`src/stpm_pkg.sv`:
```
// Shared package for the shared timer period meter: operation codes,
// register indexes, reset values and the divider status type.
// Depends on nothing; used by every file under src.
package stpm_pkg;

   // width of the period, frequency and oscillator words
   localparam int unsigned DATA_W = 32;

   // operation codes carried by req_func
   localparam logic [1:0] FUNC_TICK   = 2'd0;
   localparam logic [1:0] FUNC_EDGE   = 2'd1;
   localparam logic [1:0] FUNC_SECOND = 2'd2;
   localparam logic [1:0] FUNC_READ   = 2'd3;

   // register indexes on the csr port
   localparam logic CSR_OSC_FREQ = 1'b0;
   localparam logic CSR_TIMEOUT  = 1'b1;

   // reset values and fixed words
   localparam logic [DATA_W-1:0] OSC_FREQ_RESET = 32'd11059200;
   localparam logic [DATA_W-1:0] TIMEOUT_RESET  = 32'hC0_0000;
   localparam logic [DATA_W-1:0] ALL_ONES       = 32'hFFFF_FFFF;

   // divider status seen by the top level
   typedef struct packed {
      logic busy;
      logic done;
   } div_status_type;

endpackage

```
`src/shared_timer_period_meter_unit.sv`:
```
// Top level of the shared timer period meter: timer ownership, periods,
// edge tallies, configuration registers and the result register.
// Depends on stpm_pkg and stpm_div.
//
//   channel   | direction | handshake           | payload
//   ----------+-----------+---------------------+-------------------------------
//   req       | in        | req_valid/req_ready | req_func, req_channel
//   rsp       | out       | rsp_valid/rsp_ready | rsp_freq_value, rsp_freq_channel
//   csr       | in        | csr_write_en        | csr_index, csr_wdata
//
// Ticks, edges and one-second ticks are taken back to back while the divider is idle.
// A read goes through the bit-serial divider, which gives one quotient
// bit a cycle, and the input stays stalled until the result register takes it.
// Reset is synchronous and clears periods, tallies, owner and count at once.
// A stalled result holds in the output register; non-reads flow unless a division waits.
module shared_timer_period_meter_unit #(
   parameter int unsigned NUM_CHANNELS = 2,
   parameter int unsigned TALLY_WIDTH  = 16
) (
   input  logic                         clock,
   input  logic                         reset,
   input  logic                         req_valid,
   output logic                         req_ready,
   input  logic [1:0]                   req_func,
   input  logic                         req_channel,
   output logic                         rsp_valid,
   input  logic                         rsp_ready,
   output logic [stpm_pkg::DATA_W-1:0] rsp_freq_value,
   output logic                         rsp_freq_channel,
   input  logic                         csr_write_en,
   input  logic                         csr_index,
   input  logic [stpm_pkg::DATA_W-1:0] csr_wdata
);
   import stpm_pkg::*;

   localparam int unsigned OWN_W = $clog2(NUM_CHANNELS + 1);

   logic [DATA_W-1:0]      osc_ff, timeout_ff;
   logic [OWN_W-1:0]       owner_ff, owner_in;
   logic [DATA_W-1:0]      elapsed_ff, elapsed_in;
   logic [DATA_W-1:0]      period_ff [NUM_CHANNELS];
   logic [DATA_W-1:0]      period_in [NUM_CHANNELS];
   logic [TALLY_WIDTH-1:0] tally_ff [NUM_CHANNELS];
   logic [TALLY_WIDTH-1:0] tally_in [NUM_CHANNELS];
   logic                   rsp_valid_ff, rsp_valid_in;
   logic [DATA_W-1:0]      rsp_value_ff;
   logic                   rsp_chan_ff;
   logic                   rd_chan_ff;

   logic                   accept;
   logic                   ch_ok;
   logic [DATA_W-1:0]      elapsed_inc;
   logic [DATA_W-1:0]      rd_period;
   logic                   div_start;
   logic                   div_take;
   logic [DATA_W-1:0]      div_quo;
   div_status_type         div_stat;

   assign req_ready = !div_stat.busy;
   assign accept    = req_valid && req_ready;
   assign ch_ok     = (32'(req_channel) < NUM_CHANNELS);

   // saturating count step
   assign elapsed_inc = (elapsed_ff == ALL_ONES) ? elapsed_ff : elapsed_ff + 1'b1;

   // period selected for a read; an invalid channel divides by zero
   always_comb begin
      rd_period = '0;
      for (int i = 0; i < NUM_CHANNELS; i++) begin
         if (32'(req_channel) == 32'(i)) begin
            rd_period = period_ff[i];
         end
      end
   end

   // timer ownership, periods and tallies
   always_comb begin
      owner_in   = owner_ff;
      elapsed_in = elapsed_ff;
      for (int i = 0; i < NUM_CHANNELS; i++) begin
         period_in[i] = period_ff[i];
         tally_in[i]  = tally_ff[i];
      end
      if (accept) begin
         case (req_func)
            FUNC_TICK: begin
               if (owner_ff != '0) begin
                  if (elapsed_inc > timeout_ff) begin
                     for (int i = 0; i < NUM_CHANNELS; i++) begin
                        if (owner_ff == OWN_W'(i + 1)) begin
                           period_in[i] = ALL_ONES;
                        end
                     end
                     owner_in   = '0;
                     elapsed_in = '0;
                  end else begin
                     elapsed_in = elapsed_inc;
                  end
               end
            end
            FUNC_EDGE: begin
               for (int i = 0; i < NUM_CHANNELS; i++) begin
                  if (ch_ok && 32'(req_channel) == 32'(i)) begin
                     if (tally_ff[i] != '1) begin
                        tally_in[i] = tally_ff[i] + 1'b1;
                     end
                     if (owner_ff == OWN_W'(i + 1)) begin
                        period_in[i] = elapsed_ff;
                        owner_in     = '0;
                     end else if (owner_ff == '0) begin
                        elapsed_in = '0;
                        owner_in   = OWN_W'(i + 1);
                     end
                  end
               end
            end
            FUNC_SECOND: begin
               for (int i = 0; i < NUM_CHANNELS; i++) begin
                  if (tally_ff[i] == '0) begin
                     period_in[i] = ALL_ONES;
                  end
                  tally_in[i] = '0;
               end
            end
            default: begin
            end
         endcase
      end
   end

   always_ff @(posedge clock) begin
      if (reset) begin
         owner_ff   <= '0;
         elapsed_ff <= '0;
         for (int i = 0; i < NUM_CHANNELS; i++) begin
            period_ff[i] <= '0;
            tally_ff[i]  <= '0;
         end
      end else begin
         owner_ff   <= owner_in;
         elapsed_ff <= elapsed_in;
         for (int i = 0; i < NUM_CHANNELS; i++) begin
            period_ff[i] <= period_in[i];
            tally_ff[i]  <= tally_in[i];
         end
      end
   end

   // configuration registers
   always_ff @(posedge clock) begin
      if (reset) begin
         osc_ff     <= OSC_FREQ_RESET;
         timeout_ff <= TIMEOUT_RESET;
      end else if (csr_write_en) begin
         unique case (csr_index)
            CSR_OSC_FREQ: osc_ff     <= csr_wdata;
            CSR_TIMEOUT:  timeout_ff <= csr_wdata;
            default: begin
            end
         endcase
      end
   end

   // read path through the divider
   assign div_start = accept && (req_func == FUNC_READ);
   assign div_take  = div_stat.done && (!rsp_valid_ff || rsp_ready);

   stpm_div u_div (
      .clock    (clock),
      .reset    (reset),
      .start    (div_start),
      .dividend (osc_ff),
      .divisor  (ch_ok ? rd_period : '0),
      .take     (div_take),
      .quotient (div_quo),
      .status   (div_stat)
   );

   always_ff @(posedge clock) begin
      if (div_start) begin
         rd_chan_ff <= req_channel;
      end
   end

   // result register
   always_comb begin
      rsp_valid_in = rsp_valid_ff;
      if (div_take) begin
         rsp_valid_in = 1'b1;
      end else if (rsp_ready) begin
         rsp_valid_in = 1'b0;
      end
   end

   always_ff @(posedge clock) begin
      if (reset) begin
         rsp_valid_ff <= 1'b0;
      end else begin
         rsp_valid_ff <= rsp_valid_in;
      end
   end

   always_ff @(posedge clock) begin
      if (div_take) begin
         rsp_value_ff <= div_quo;
         rsp_chan_ff  <= rd_chan_ff;
      end
   end

   assign rsp_valid        = rsp_valid_ff;
   assign rsp_freq_value   = rsp_value_ff;
   assign rsp_freq_channel = rsp_chan_ff;

endmodule

```
`src/stpm_div.sv`:
```
// Bit-serial restoring divider, one quotient bit per cycle.
// Depends on stpm_pkg. A zero divisor gives an all-ones quotient.
module stpm_div (
   input  logic                         clock,
   input  logic                         reset,
   input  logic                         start,
   input  logic [stpm_pkg::DATA_W-1:0] dividend,
   input  logic [stpm_pkg::DATA_W-1:0] divisor,
   input  logic                         take,
   output logic [stpm_pkg::DATA_W-1:0] quotient,
   output stpm_pkg::div_status_type     status
);
   import stpm_pkg::*;

   localparam int unsigned CNT_W = $clog2(DATA_W);

   localparam logic [1:0] ST_IDLE = 2'd0;
   localparam logic [1:0] ST_RUN  = 2'd1;
   localparam logic [1:0] ST_DONE = 2'd2;

   logic [1:0]        state_ff, state_in;
   logic [CNT_W-1:0]  cnt_ff, cnt_in;
   logic [DATA_W-1:0] rem_ff, rem_in;
   logic [DATA_W-1:0] quo_ff, quo_in;
   logic [DATA_W-1:0] dvs_ff, dvs_in;
   logic [DATA_W:0]   trial;
   logic [DATA_W:0]   diff;

   // one restoring step: shift in the next dividend bit and try a subtract
   assign trial = {rem_ff, quo_ff[DATA_W-1]};
   assign diff  = trial - {1'b0, dvs_ff};

   always_comb begin
      state_in = state_ff;
      cnt_in   = cnt_ff;
      rem_in   = rem_ff;
      quo_in   = quo_ff;
      dvs_in   = dvs_ff;
      unique case (state_ff)
         ST_IDLE: begin
            if (start) begin
               state_in = ST_RUN;
               cnt_in   = CNT_W'(DATA_W - 1);
               rem_in   = '0;
               quo_in   = dividend;
               dvs_in   = divisor;
            end
         end
         ST_RUN: begin
            if (!diff[DATA_W]) begin
               rem_in = diff[DATA_W-1:0];
               quo_in = {quo_ff[DATA_W-2:0], 1'b1};
            end else begin
               rem_in = trial[DATA_W-1:0];
               quo_in = {quo_ff[DATA_W-2:0], 1'b0};
            end
            cnt_in = cnt_ff - 1'b1;
            if (cnt_ff == '0) begin
               state_in = ST_DONE;
            end
         end
         ST_DONE: begin
            if (take) begin
               state_in = ST_IDLE;
            end
         end
         default: begin
            state_in = ST_IDLE;
         end
      endcase
   end

   // control state
   always_ff @(posedge clock) begin
      if (reset) begin
         state_ff <= ST_IDLE;
      end else begin
         state_ff <= state_in;
      end
   end

   // datapath shift registers
   always_ff @(posedge clock) begin
      cnt_ff <= cnt_in;
      rem_ff <= rem_in;
      quo_ff <= quo_in;
      dvs_ff <= dvs_in;
   end

   assign quotient    = quo_ff;
   assign status.busy = (state_ff != ST_IDLE);
   assign status.done = (state_ff == ST_DONE);

endmodule

```
`config.mk`:
```
export PLATFORM = sky130hd
export DESIGN_NAME = shared_timer_period_meter_unit
export DESIGN_NICKNAME = d
export VERILOG_FILES = /design/src/stpm_pkg.sv /design/src/shared_timer_period_meter_unit.sv /design/src/stpm_div.sv
export SDC_FILE = /design/constraint.sdc
export NUM_CORES = 1
export LEC_CHECK = 0
export ABC_AREA = 1
export BUFFER_PORTS_ARGS = -buffer_cell sky130_fd_sc_hd__buf_2
export CAP_MARGIN = 10
export CORE_MARGIN = 3
export CORE_UTILIZATION = 66
export CTS_CLUSTER_DIAMETER = 120
export DETAILED_ROUTE_END_ITERATION = 8
export PLACE_DENSITY_LB_ADDON = 0.25
export SLEW_MARGIN = 20
export SYNTH_ARGS = -nofsm -noshare
export SYNTH_HDL_FRONTEND = slang
export SYNTH_SLANG_ARGS = --single-unit
export TNS_END_PERCENT = 100
```
`constraint.sdc`:
```
create_clock -name clock -period 10.2 [get_ports clock]
set_clock_uncertainty 0.15 [all_clocks]
set_input_delay 0.51 -clock clock [delete_from_list [all_inputs] [get_ports clock]]
set_output_delay 0.51 -clock clock [all_outputs]
set_load 0.005 [all_outputs]
```
After elaboration in Yosys (flattened, before gate mapping)
Memories as Yosys holds them, arrays and structs flattened.
Index checks and enable logic that the tools add are counted.
{ "totals": {"regBits": 236, "ram_bits": 96, "inputBits": 41, "out_inout_bits": 35, "word_cells": 124, "memories": 2} }
{ "classes": {"add_sub_neg": 5, "magnitude_cmp": 1, "n_eq_ne": 15, "muxes": 59, "bitwise": 5, "n_reduce_logical": 24} }
{ "memory_table": {"columns": ["name", "depth", "width", "rd", "rd_ports_with_merged_regs", "write_ports", "line_no", "rtl"], "rows": [
  ["period_ff", 2, 32, 2, 0, 2, "shared_timer_period_meter_unit.sv:41", "logic [DATA_W-1:0] period_ff [NUM_CHANNELS];"],
  ["tally_ff", 2, 16, 2, 0, 2, "shared_timer_period_meter_unit.sv:43", "logic [TALLY_WIDTH-1:0] tally_ff [NUM_CHANNELS];"]
]} }
{ "ops": {"columns": ["operator", "n"], "rows": [
  ["32-bit two-way mux", 24],
  ["32-bit case mux with 2 select lines", 4],
  ["64-bit two-way mux", 3],
  ["64-bit case mux with 3 select lines", 1],
  ["16-bit two-way mux", 6],
  ["33-bit by 32-bit subtractor with 33-bit output", 1],
  ["16-bit by 1-bit adder with 16-bit output, second input constant", 2],
  ["32-bit by 1-bit adder with 32-bit output, second input constant", 1],
  ["32-bit equality test, second input constant", 1],
  ["32-bit greater-than comparator", 1],
  ["16-bit logical NOT", 2],
  ["16-bit inequality test, second input constant", 2],
  ["2-bit two-way mux", 11],
  ["5-bit case mux with 2 select lines", 1],
  ["2-bit nonzero test", 5],
  ["2-bit equality test, second input constant", 4],
  ["2-bit inequality test, second input constant", 4],
  ["2-bit AND reduction", 4],
  ["2-bit by 1-bit equality test with 1-bit output, second input constant", 3],
  ["2-bit logical NOT", 3],
  ["1-bit two-way mux", 6],
  ["2-bit case mux with 3 select lines", 1],
  ["3-bit AND reduction", 2],
  ["5-bit logical NOT", 1],
  ["10 further kinds", 16]
]} }

Logic depth before layout (Yosys ltp)
Gate-level depths: netlist of run 1.
{ "logic_depth": {"word_depth": 8, "depth_mapped": 29, "depth_no_buf": 25} }

Hierarchy
A second synthesis of run 1 with hierarchy kept.
{ "hier_totals": {"hier_cells": 2599, "area_unflattened_um2": 18910.6} }
{ "by_module_without_submodules": {"columns": ["mod", "n_inst", "cells_each", "area_per_inst_um2", "seq_area_each_um2"], "rows": [
  ["shared_timer_period_meter_unit", 1, 1644, 11982.7, 4924.7],
  ["stpm_div", 1, 955, 6927.9, 3072.9]
]} }

Worst setup path before layout of run 1
No wires, ideal clock.
{ "synth_timing": {"path_kind": "input -> register", "from": "input port rsp_ready", "to": "register rsp_chan_ff (netlist: rsp_freq_channel), enable pin", "setup_ns": 0.464, "arrival_ns": 2.831, "required_ns": 9.586, "path_slack_ns": 6.755, "stages": 2, "n_path_buf": 0, "cell_sequence": "nor2_1 nor3_1"} }
{ "synth_via": {"elab_chain_cells": 2} }
{ "synth_rtl": {"columns": ["element", "line_no", "rtl"], "rows": [
  ["start, declared", "shared_timer_period_meter_unit.sv:27", "input logic rsp_ready,"],
  ["1-bit logical OR", "shared_timer_period_meter_unit.sv:166", "assign div_take = div_stat.done && (!rsp_valid_ff || rsp_ready);"],
  ["1-bit logical AND", "shared_timer_period_meter_unit.sv:166", null],
  ["named net div_take", "shared_timer_period_meter_unit.sv:55", "logic div_take;"],
  ["end signal, assigned", "shared_timer_period_meter_unit.sv:206", "rsp_chan_ff <= rd_chan_ff;"],
  ["end, declared", "shared_timer_period_meter_unit.sv:47", "logic rsp_chan_ff;"]
]} }
The timed path passes the listed nets, and every way through them passes these cells.
A chain may end at the register's enable or synchronous reset.

==> results.cfg, run 1 <==
[layout]
area_growth_pct = 8.333
num-nets-final = 2540
nFillCells = 2076
postLayoutCoreUtil = 0.7384
diodes = 0
final_layout_size_suffix_gt1_frac = 0.07583
postLayoutCellArea_um2 = 19570

[clock_network]
cts_inserted_buffers = 36
clock_latency_ns = 0.53
clockRootBuffer = clkbuf_16
cts_buffer_depth = 3
cts_tree = built
cts_resized = 0
htreeDepth = 2
clkSinkCount = 332
path_clk_slew_ns = 0.06
cts_hold_buf = 0
cts_setup_buffers = 0

[synthesis]
yosys_warnings = 0
seq_area_frac_synth = 0.4428
ys_ff_latch = 332
syn_area_per_cell_um2 = 7.439
async_reset_ff_frac = 0
synth_top_area_share = 0.2244
synthesis.nets = 2543
synth_edf_count = 135
synthDistinctLibCells = 46
yosys.area.top_type = edfxtp_1
yosys-top-cells-count = nand2_1, nor2_1, a21oi_1
synthTopCellsByArea = edfxtp_1, dfxtp_1, nand2_1
synthesis.area_um2 = 18060
yosysMostFrequentCell = nand2_1
synth_flop_cell = dfxtp_1
syn_inst = 2428

[timing]
fin_ws_ns = 5.022
fin_crit_ns = 5.178
rsz0062_at_grt = false
tns_ns = 0
relSlewSlack = 0.2656
drv_slew = 0
timing.hold.ws_ns = 0.07373
finalHoldViolCount = 0
timing.final.crit_share = 0.5076
tightestPinTransition_ns = 1.100
setup_viol = 0
fmax_mhz = 193.1

[global_routing]
antenna_found_initial = 1
grt_usage = 0.3060
grt_pass1_vias = 15050
grt_overflow = 0
grt_pass1_wl_mm = 73.94
grt_start_max_net_pins = 129

[routing]
drt-met1-wl_mm = 19.77
wl_met2_mm = 21.02
wl_per_cell_um = 16.26
routed_via_density = 5.832
drtPass1Iterations = 7
vias = 16260
ant_nets = 0
first_iter_violations = 1634
routed_wl_mm = 45.32
routed.top_layer = met5
drc = 0
wl_met3_mm = 3.452

[floorplanning]
core_um2 = 26500
dieArea_um2 = 29390
pin_count = 76
die_h_um = 171.4
die_x_um = 171.4
initial_core_util = 0.6816
rows = 59

[power_and_ir_drop]
power_density_nw_per_um2 = 162.6
peakVddDrop_uv = 130.4
power_leakage_nw = 8.405

[worst_hold_path]
hold_class = input port to flip-flop
holdPathStages = 3

[worst_setup_path]
required_ns = 10.46
startpoint_type = flip-flop
cp_max_fo = 128
worstSetupEndpointType = flip-flop
r2r_cells = 20
path_class = flip-flop to flip-flop
worst_ep_arrival_time_ns = 5.44

[placed_design]
routabilityCongestion = 0.9611
placed_area_um2 = 18400
io_buffers = 75
preCtsSetupSlack_ns = 5.007
hpwl_mm = 30.89

[flow_run]
max_cap_viol_count = 0

[status]
outcome = complete, no violations
layer usage:
metal  GRT usage  up-vias
li1            -     7977
met1      0.4283     7530
met2      0.4997      674
met3     0.04298       78
met4     0.08992        2
met5           0        -
registers in the layout, summed over array words and instances, names as in the netlist, 2 cells and up:
signal,flops
elapsed_ff,32
osc_ff,32
owner_ff,2
period_ff,64
rsp_freq_value,32
tally_ff,32
timeout_ff,32
u_div.cnt_ff,5
u_div.dvs_ff,32
u_div.quotient,32
u_div.rem_ff,32
u_div.state_ff,2
final cells by class:
cell class	instances	area [um^2]	share of cell area
clock inverters	11	126.4	0.006458
well taps	335	419.2	0.02142
flip-flops and latches	332	7998	0.4087
multi-input cells	1778	8797	0.4496
clock buffers	55	1035	0.05288
repair buffers	90	488.0	0.02494
inverters	187	704.4	0.03600
worst max-delay path: stages (launching register included):
cell and delay, ns:
dfxtp_1 0.48, ha_1 0.25, nand2_1 0.09, nor2_2 0.18, nand2_1 0.11, nor2_1 0.17
nand2_1 0.63, nand2_1 0.34, ha_1 0.29, a21oi_1 0.14, nor2_1 0.06, nor2_1 0.14
nand2_1 0.09, nand2_1 0.06, nand2_1 0.06, nand2_1 0.06, nand2_1 0.06, nand2_2 0.57
nand2_8 0.60, a21oi_1 0.38, nor2_1 0.08
final timing paths:
| check | slack (ns) | start | endpoint |
|---|---|---|---|
| max | 5.02 | elapsed_ff[0] | period_ff[0][0] |
| min | 0.07 | csr_wdata[21] | osc_ff[21] |
| max reg2reg | 5.02 | elapsed_ff[0] | period_ff[0][0] |
| min reg2reg | 0.27 | rd_chan_ff | rsp_freq_channel |
cell families (layout without fill, tap and decap cells):
kind of cell / Yosys count / count (layout) / synth area share
adder cells (fa/ha/maj): 74 / 74 / 0.05168
AND/OR/NAND/NOR: 1222 / 1222 / 0.2775
XOR/XNOR: 73 / 73 / 0.03540
flip-flops: 332 / 332 / 0.4428
AO/OA/AOI/OAI: 409 / 409 / 0.1204
buffers and inverters: 318 / 343 / 0.07225
per-stage QoR:
step	power, mW	instances
final	3.182	2788
after global routing	3.304	2788
after CTS	3.183	2788
after detailed placement	1.927	2722
after global placement	1.910	2722
after floorplan	1.825	2428
power by group:
group	total (mW)	switching, mW	internal (mW)	leakage [nW]
Sequential	1.49	0.0449	1.45	2.84
Clock	1.27	0.535	0.734	0.560
Combinational	0.419	0.290	0.129	5.00
cells in the final DEF (no fill, tap or decap), types with 18 or more instances in the layout:
cell type | Yosys | final
xnor2_1 | 23 | 23
nor2_1 | 345 | 344
nand2_1 | 637 | 635
xor2_1 | 50 | 50
dfxtp_1 | 197 | 197
buf_2 | 38 | 75
nor3_1 | 19 | 18
a21oi_1 | 223 | 222
inv_1 | 179 | 179
nand3_1 | 162 | 162
o21ai_0 | 121 | 121
edfxtp_1 | 135 | 135
a31oi_1 | 33 | 33
ha_1 | 73 | 73
clkbuf_16 | 0 | 36
(Power assumes the default switching activity.)
==> run 2, diff against run 1 <==
- CORE_UTILIZATION: 66 -> 63
- clock period: 10.2 -> 5.38 ns (I/O delays scaled with it)
==> results.cfg, run 2 (synthesized netlist as in run 1, its figures left out) <==
[status]
outcome = complete, no violations

[worst_hold_path]
hp-start = req_func[0]
hold_end = owner_ff[1]
holdPathStages = 5
hold_class = input port to flip-flop

[placed_design]
routabilityCongestion = 0.9588
hpwl_mm = 31.19
io_buffers = 75
dp.cells = 2770
placed_area_um2 = 18510

[routing]
ant_nets = 0
routed_via_density = 5.633
routed_wl_mm = 45.78
drt-met1-wl_mm = 20.53
wl_met2_mm = 21.04
drtPass1Iterations = 6
drc = 0
wl_per_cell_um = 15.95
routed.top_layer = met4
vias = 16170
first_iter_violations = 1479
wl_met3_mm = 2.990

[layout]
diodes = 0
layout_commonest_cell = nand2_1
top_register = period_ff
layout.cells.non_filler = 2871
num-nets-final = 2579
postLayoutCellArea_um2 = 20040
final_layout_size_suffix_gt1_frac = 0.07661
layout_common_cells = nand2_1, nor2_1, a21oi_1, dfxtp_1, inv_1
largest_register_ffs = 64
postLayoutCoreUtil = 0.7156
nFillCells = 2277
area_growth_pct = 10.97

[worst_setup_path]
worst_ep_arrival_time_ns = 4.33
critPathSlowestCell = dfxtp_1
required_ns = 5.65
max_stage_delay_ns = 0.48
path_class = flip-flop to flip-flop
rr_startpoint = elapsed_ff[0]
r2r_cells = 26
reg2reg_slack_ns = 1.33
cp_common_cell = nand2_1
r2r-end = period_ff[0][48]
startpoint_type = flip-flop
cp_max_fo = 37
worstSetupEndpointType = flip-flop

[clock_network]
clock_latency_ns = 0.54
cts_buffer_depth = 3
clkSinkCount = 332
cts_tree = built
cts_inserted_buffers = 37
cts_setup_buffers = 0
path_clk_slew_ns = 0.06
cts_hold_buf = 33
cts_resized = 0
htreeDepth = 2
clockRootBuffer = clkbuf_16

[global_routing]
grt_overflow = 0
grt_usage = 0.2972
grt_pass1_vias = 15390
grt_start_max_net_pins = 110
grt_pass1_wl_mm = 76.09
antenna_found_initial = 0

[floorplanning]
core_um2 = 28010
pin_count = 76
initial_core_util = 0.6448
rows = 61
die_x_um = 175.3
die_h_um = 175.3
dieArea_um2 = 30740

[timing]
tightestPinTransition_ns = 1.096
finalHoldViolCount = 0
tns_ns = 0
fmax_mhz = 246.7
drv_slew = 0
relSlewSlack = 0.2685
timing.final.crit_share = 0.7535
fin_crit_ns = 4.054
rsz0062_at_grt = false
setup_viol = 0

[power_and_ir_drop]
power_density_nw_per_um2 = 306.9
power_leakage_nw = 8.605
peakVddDrop_uv = 313.4

[flow_run]
max_cap_viol_count = 0
run 2: stage by stage:
step	total power [mW]	worst slack [ns]	hold WS, ns
2_1_floorplan	3.459	2.097	0.2179
3_3_place_gp	3.637	1.536	0.2548
3_5_place_dp	3.665	1.463	0.2605
4_1_cts	6.166	1.418	0.06297
5_1_grt	6.397	0.9756	0.1213
6_report	6.151	1.326	0.08237
run 2: cell type report:
cell class	instances	area [um^2]	area share
Multi-Input combinational cell	1778	8788	0.4385
Clock buffer	52	1022	0.05100
Tap cell	378	473.0	0.02360
Clock inverter	16	182.7	0.009114
Sequential cell	332	7998	0.3990
Timing Repair Buffer	128	875.8	0.04370
Inverter	187	704.4	0.03514
run 2: how the worst max path moves through the flow:
stage | depth (start not counted) | start | endpoint
after floorplan | 3 | rsp_valid | rsp_freq_channel
after global placement | 26 | elapsed_ff[0] | period_ff[0][15]
after detailed placement | 21 | elapsed_ff[0] | period_ff[0][48]
after CTS | 26 | elapsed_ff[0] | period_ff[0][41]
after global routing | 26 | elapsed_ff[1] | period_ff[0][16]
final | 26 | elapsed_ff[0] | period_ff[0][48]
run 2: report_power, final:
part / leakage (nW) / total [mW] / switching (mW) / internal [mW]
Sequential: 2.84 / 2.83 / 0.0830 / 2.75
Combinational: 5.17 / 0.822 / 0.555 / 0.267
Clock: 0.589 / 2.50 / 1.05 / 1.45
run 2: critical path: cells and delay by family, from the launching register on:
kind                       cells  cell delay, ns
and+or+nand+nor               20            1.93
buffers and inverters          3            0.63
adders and majority gates      2            0.53
DFF                            1            0.48
AOI/OAI and AO/OA              1            0.18
run 2: layer usage:
metal,global-route usage,up-vias
li1,-,8058
met3,0.03675,91
met4,0.08278,0
met2,0.4863,598
met5,0,-
met1,0.4197,7426
==> run 3, diff against run 2 <==
- ABC_AREA: 1 -> 0
- CORE_UTILIZATION: 63 -> 56
- clock period: 5.38 -> 3.5 ns (I/O delays scaled with it)
==> results.cfg, run 3 <==
[layout]
layout_common_cells = nand2_1, nor2_1, dfxtp_1, buf_4, edfxtp_1
num-nets-final = 2119
top_register = period_ff
largest_register_ffs = 64
final_layout_size_suffix_gt1_frac = 0.2137
postLayoutCoreUtil = 0.6983
area_growth_pct = 22.06
layout_commonest_cell = nand2_1
nFillCells = 2174

[global_routing]
grt_usage = 0.2700
grt_overflow = 0
antenna_found_initial = 1
grt_pass1_wl_mm = 68.62
grt_start_max_net_pins = 109
grt_pass1_vias = 13520

[flow_run]
max_cap_viol_count = 0

[worst_setup_path]
worstSetupEndpointType = flip-flop
cp_max_fo = 6
startpoint_type = flip-flop
worst_ep_arrival_time_ns = 4.37
required_ns = 3.78
path_class = flip-flop to flip-flop

[floorplanning]
rows = 62
dieArea_um2 = 31660
die_x_um = 177.9
initial_core_util = 0.5721
die_h_um = 177.9
core_um2 = 28940
pin_count = 76

[routing]
routed_via_density = 5.691
drc = 0
drtPass1Iterations = 7
vias = 13750
routed_wl_mm = 42.88
wl_per_cell_um = 17.75
first_iter_violations = 1040
ant_nets = 0

[clock_network]
cts_inserted_buffers = 35
cts_tree = built
clockRootBuffer = clkbuf_16
clock_latency_ns = 0.52
htreeDepth = 2
path_clk_slew_ns = 0.06
clkSinkCount = 332
cts_buffer_depth = 3

[timing]
rsz0062_at_grt = true
setup_viol = 98
tightestPinTransition_ns = 0.9767
fin_crit_ns = 4.093
fmax_mhz = 244.3
timing.hold.ws_ns = 0.03103
finalHoldViolCount = 0
timing.final.crit_share = 1.170
drv_slew = 0
relSlewSlack = 0.3489
fin_ws_ns = -0.5933

[synthesis]
syn_area_per_cell_um2 = 9.279
seq_area_frac_synth = 0.4831
syn_inst = 1784
synth_top_area_share = 0.2449
synth_flop_cell = dfxtp_1
yosys_warnings = 0
yosys-top-cells-count = nand2_1, nor2_1, dfxtp_1
yosys.area.top_type = edfxtp_1
synthDistinctLibCells = 83
synthesis.nets = 1899
yosysMostFrequentCell = nand2_1
synthTopCellsByArea = edfxtp_1, dfxtp_1, nand2_1
synth_edf_count = 135
async_reset_ff_frac = 0
synthesis.area_um2 = 16550
ys_ff_latch = 332

[placed_design]
routabilityCongestion = 0.9226
io_buffers = 75
hpwl_mm = 29.15

[status]
outcome = finished, violations left
failed_checks = negative setup slack

[power_and_ir_drop]
power_density_nw_per_um2 = 440.6
finalPower_mw = 8.901
power_leakage_nw = 8.404
peakVddDrop_uv = 353.4

[worst_hold_path]
hold_class = input port to flip-flop
run 3: cell types whose count changed after synthesis, moves of 27 or more:
cell,delta
o21ai_0,-93
mux2i_1,+27
nand2_1,-337
nor2_1,-144
inv_1,-86
o21a_1,+62
nand3_1,-122
a21oi_1,-91
mux2_2,+34
run 3: final timing paths:
check                           from                 end  slack [ns]  cells past startpoint
setup / recovery       elapsed_ff[5]      elapsed_ff[26]       -0.59                     21
hold / removal           req_func[0]         owner_ff[1]        0.03                      4
hold reg to reg   u_div.quotient[27]  rsp_freq_value[27]        0.30                      0
setup reg to reg       elapsed_ff[5]      elapsed_ff[26]       -0.59                     21
run 3: area by class of cell:
| type | count | area (um^2) | area share |
|---|---|---|---|
| inverter | 96 | 360.3 | 0.01784 |
| multi-input combinational | 1268 | 8139 | 0.4028 |
| sequential | 332 | 8010 | 0.3965 |
| clock inverter | 20 | 181.4 | 0.008979 |
| timing repair buffer | 271 | 2069 | 0.1024 |
| tap | 384 | 480.5 | 0.02378 |
| clock buffer | 44 | 960.9 | 0.04756 |
| antenna | 1 | 2.502 | 0.0001239 |
run 3: through the flow:
| stage | setup slack [ns] | std cells | setup TNS (ns) | cell area (um^2) |
|---|---|---|---|---|
| 3_3_place_gp | -0.4294 | 2295 | -37.66 | 18200 |
| 5_1_grt | -0.7207 | 2416 | -64.75 | 20200 |
| 3_5_place_dp | -0.5355 | 2295 | -47.50 | 18200 |
| 6_report | -0.5933 | 2416 | -51.88 | 20200 |
| 4_1_cts | -0.4886 | 2405 | -40.98 | 19990 |
| 2_1_floorplan | -0.2703 | 1784 | -22.30 | 16680 |
run 3: per-layer routing:
layer	wire, um	share of wire	global-route usage	up-vias
li1	-	-	-	6646
met1	18400	0.43	0.3539	6557
met2	20180	0.47	0.4495	430
met3	2548	0.059	0.04472	116
met4	1747	0.041	0.1014	0
met5	0	0	0	-
run 3: where the power goes:
group          switching [mW]  leakage, nW  internal, mW
Combinational           0.564         5.00         0.402
Clock                    1.56        0.566          2.12
Sequential             0.0744         2.84          4.18
run 3: repair_timing:
item,4_1_cts,5_1_grt
gates resized for setup,42,36
pin swaps,25,44
gates cloned,2,3
buffers inserted,10,9
hold buffers,35,0
endpoints found under the setup margin,98,98
hold endpoints to repair,73,0
run 3: critical path, stage by stage, from the launching register on:
cell      delay, ns
dfxtp_2        0.35
buf_6          0.11
nand4_1        0.16
nor2_4         0.23
nand4_4        0.14
nand4_4        0.14
buf_6          0.12
inv_2          0.05
and3_4         0.18
xor2_2         0.23
ha_1           0.29
a21o_1         0.16
a21o_1         0.17
a21oi_2        0.13
o21a_1         0.15
o221ai_1       0.12
buf_4          0.16
a21o_4         0.24
a211oi_4       0.33
buf_6          0.18
nand2b_1       0.06
mux2i_1        0.15
run 3: cells by family after synthesis:
group,share of synthesized area
simple gates,0.1879
compound gates,0.1475
flops,0.4831
buf+inv,0.04648
xor+xnor,0.03915
fa+ha+maj,0.05639
mux,0.03946
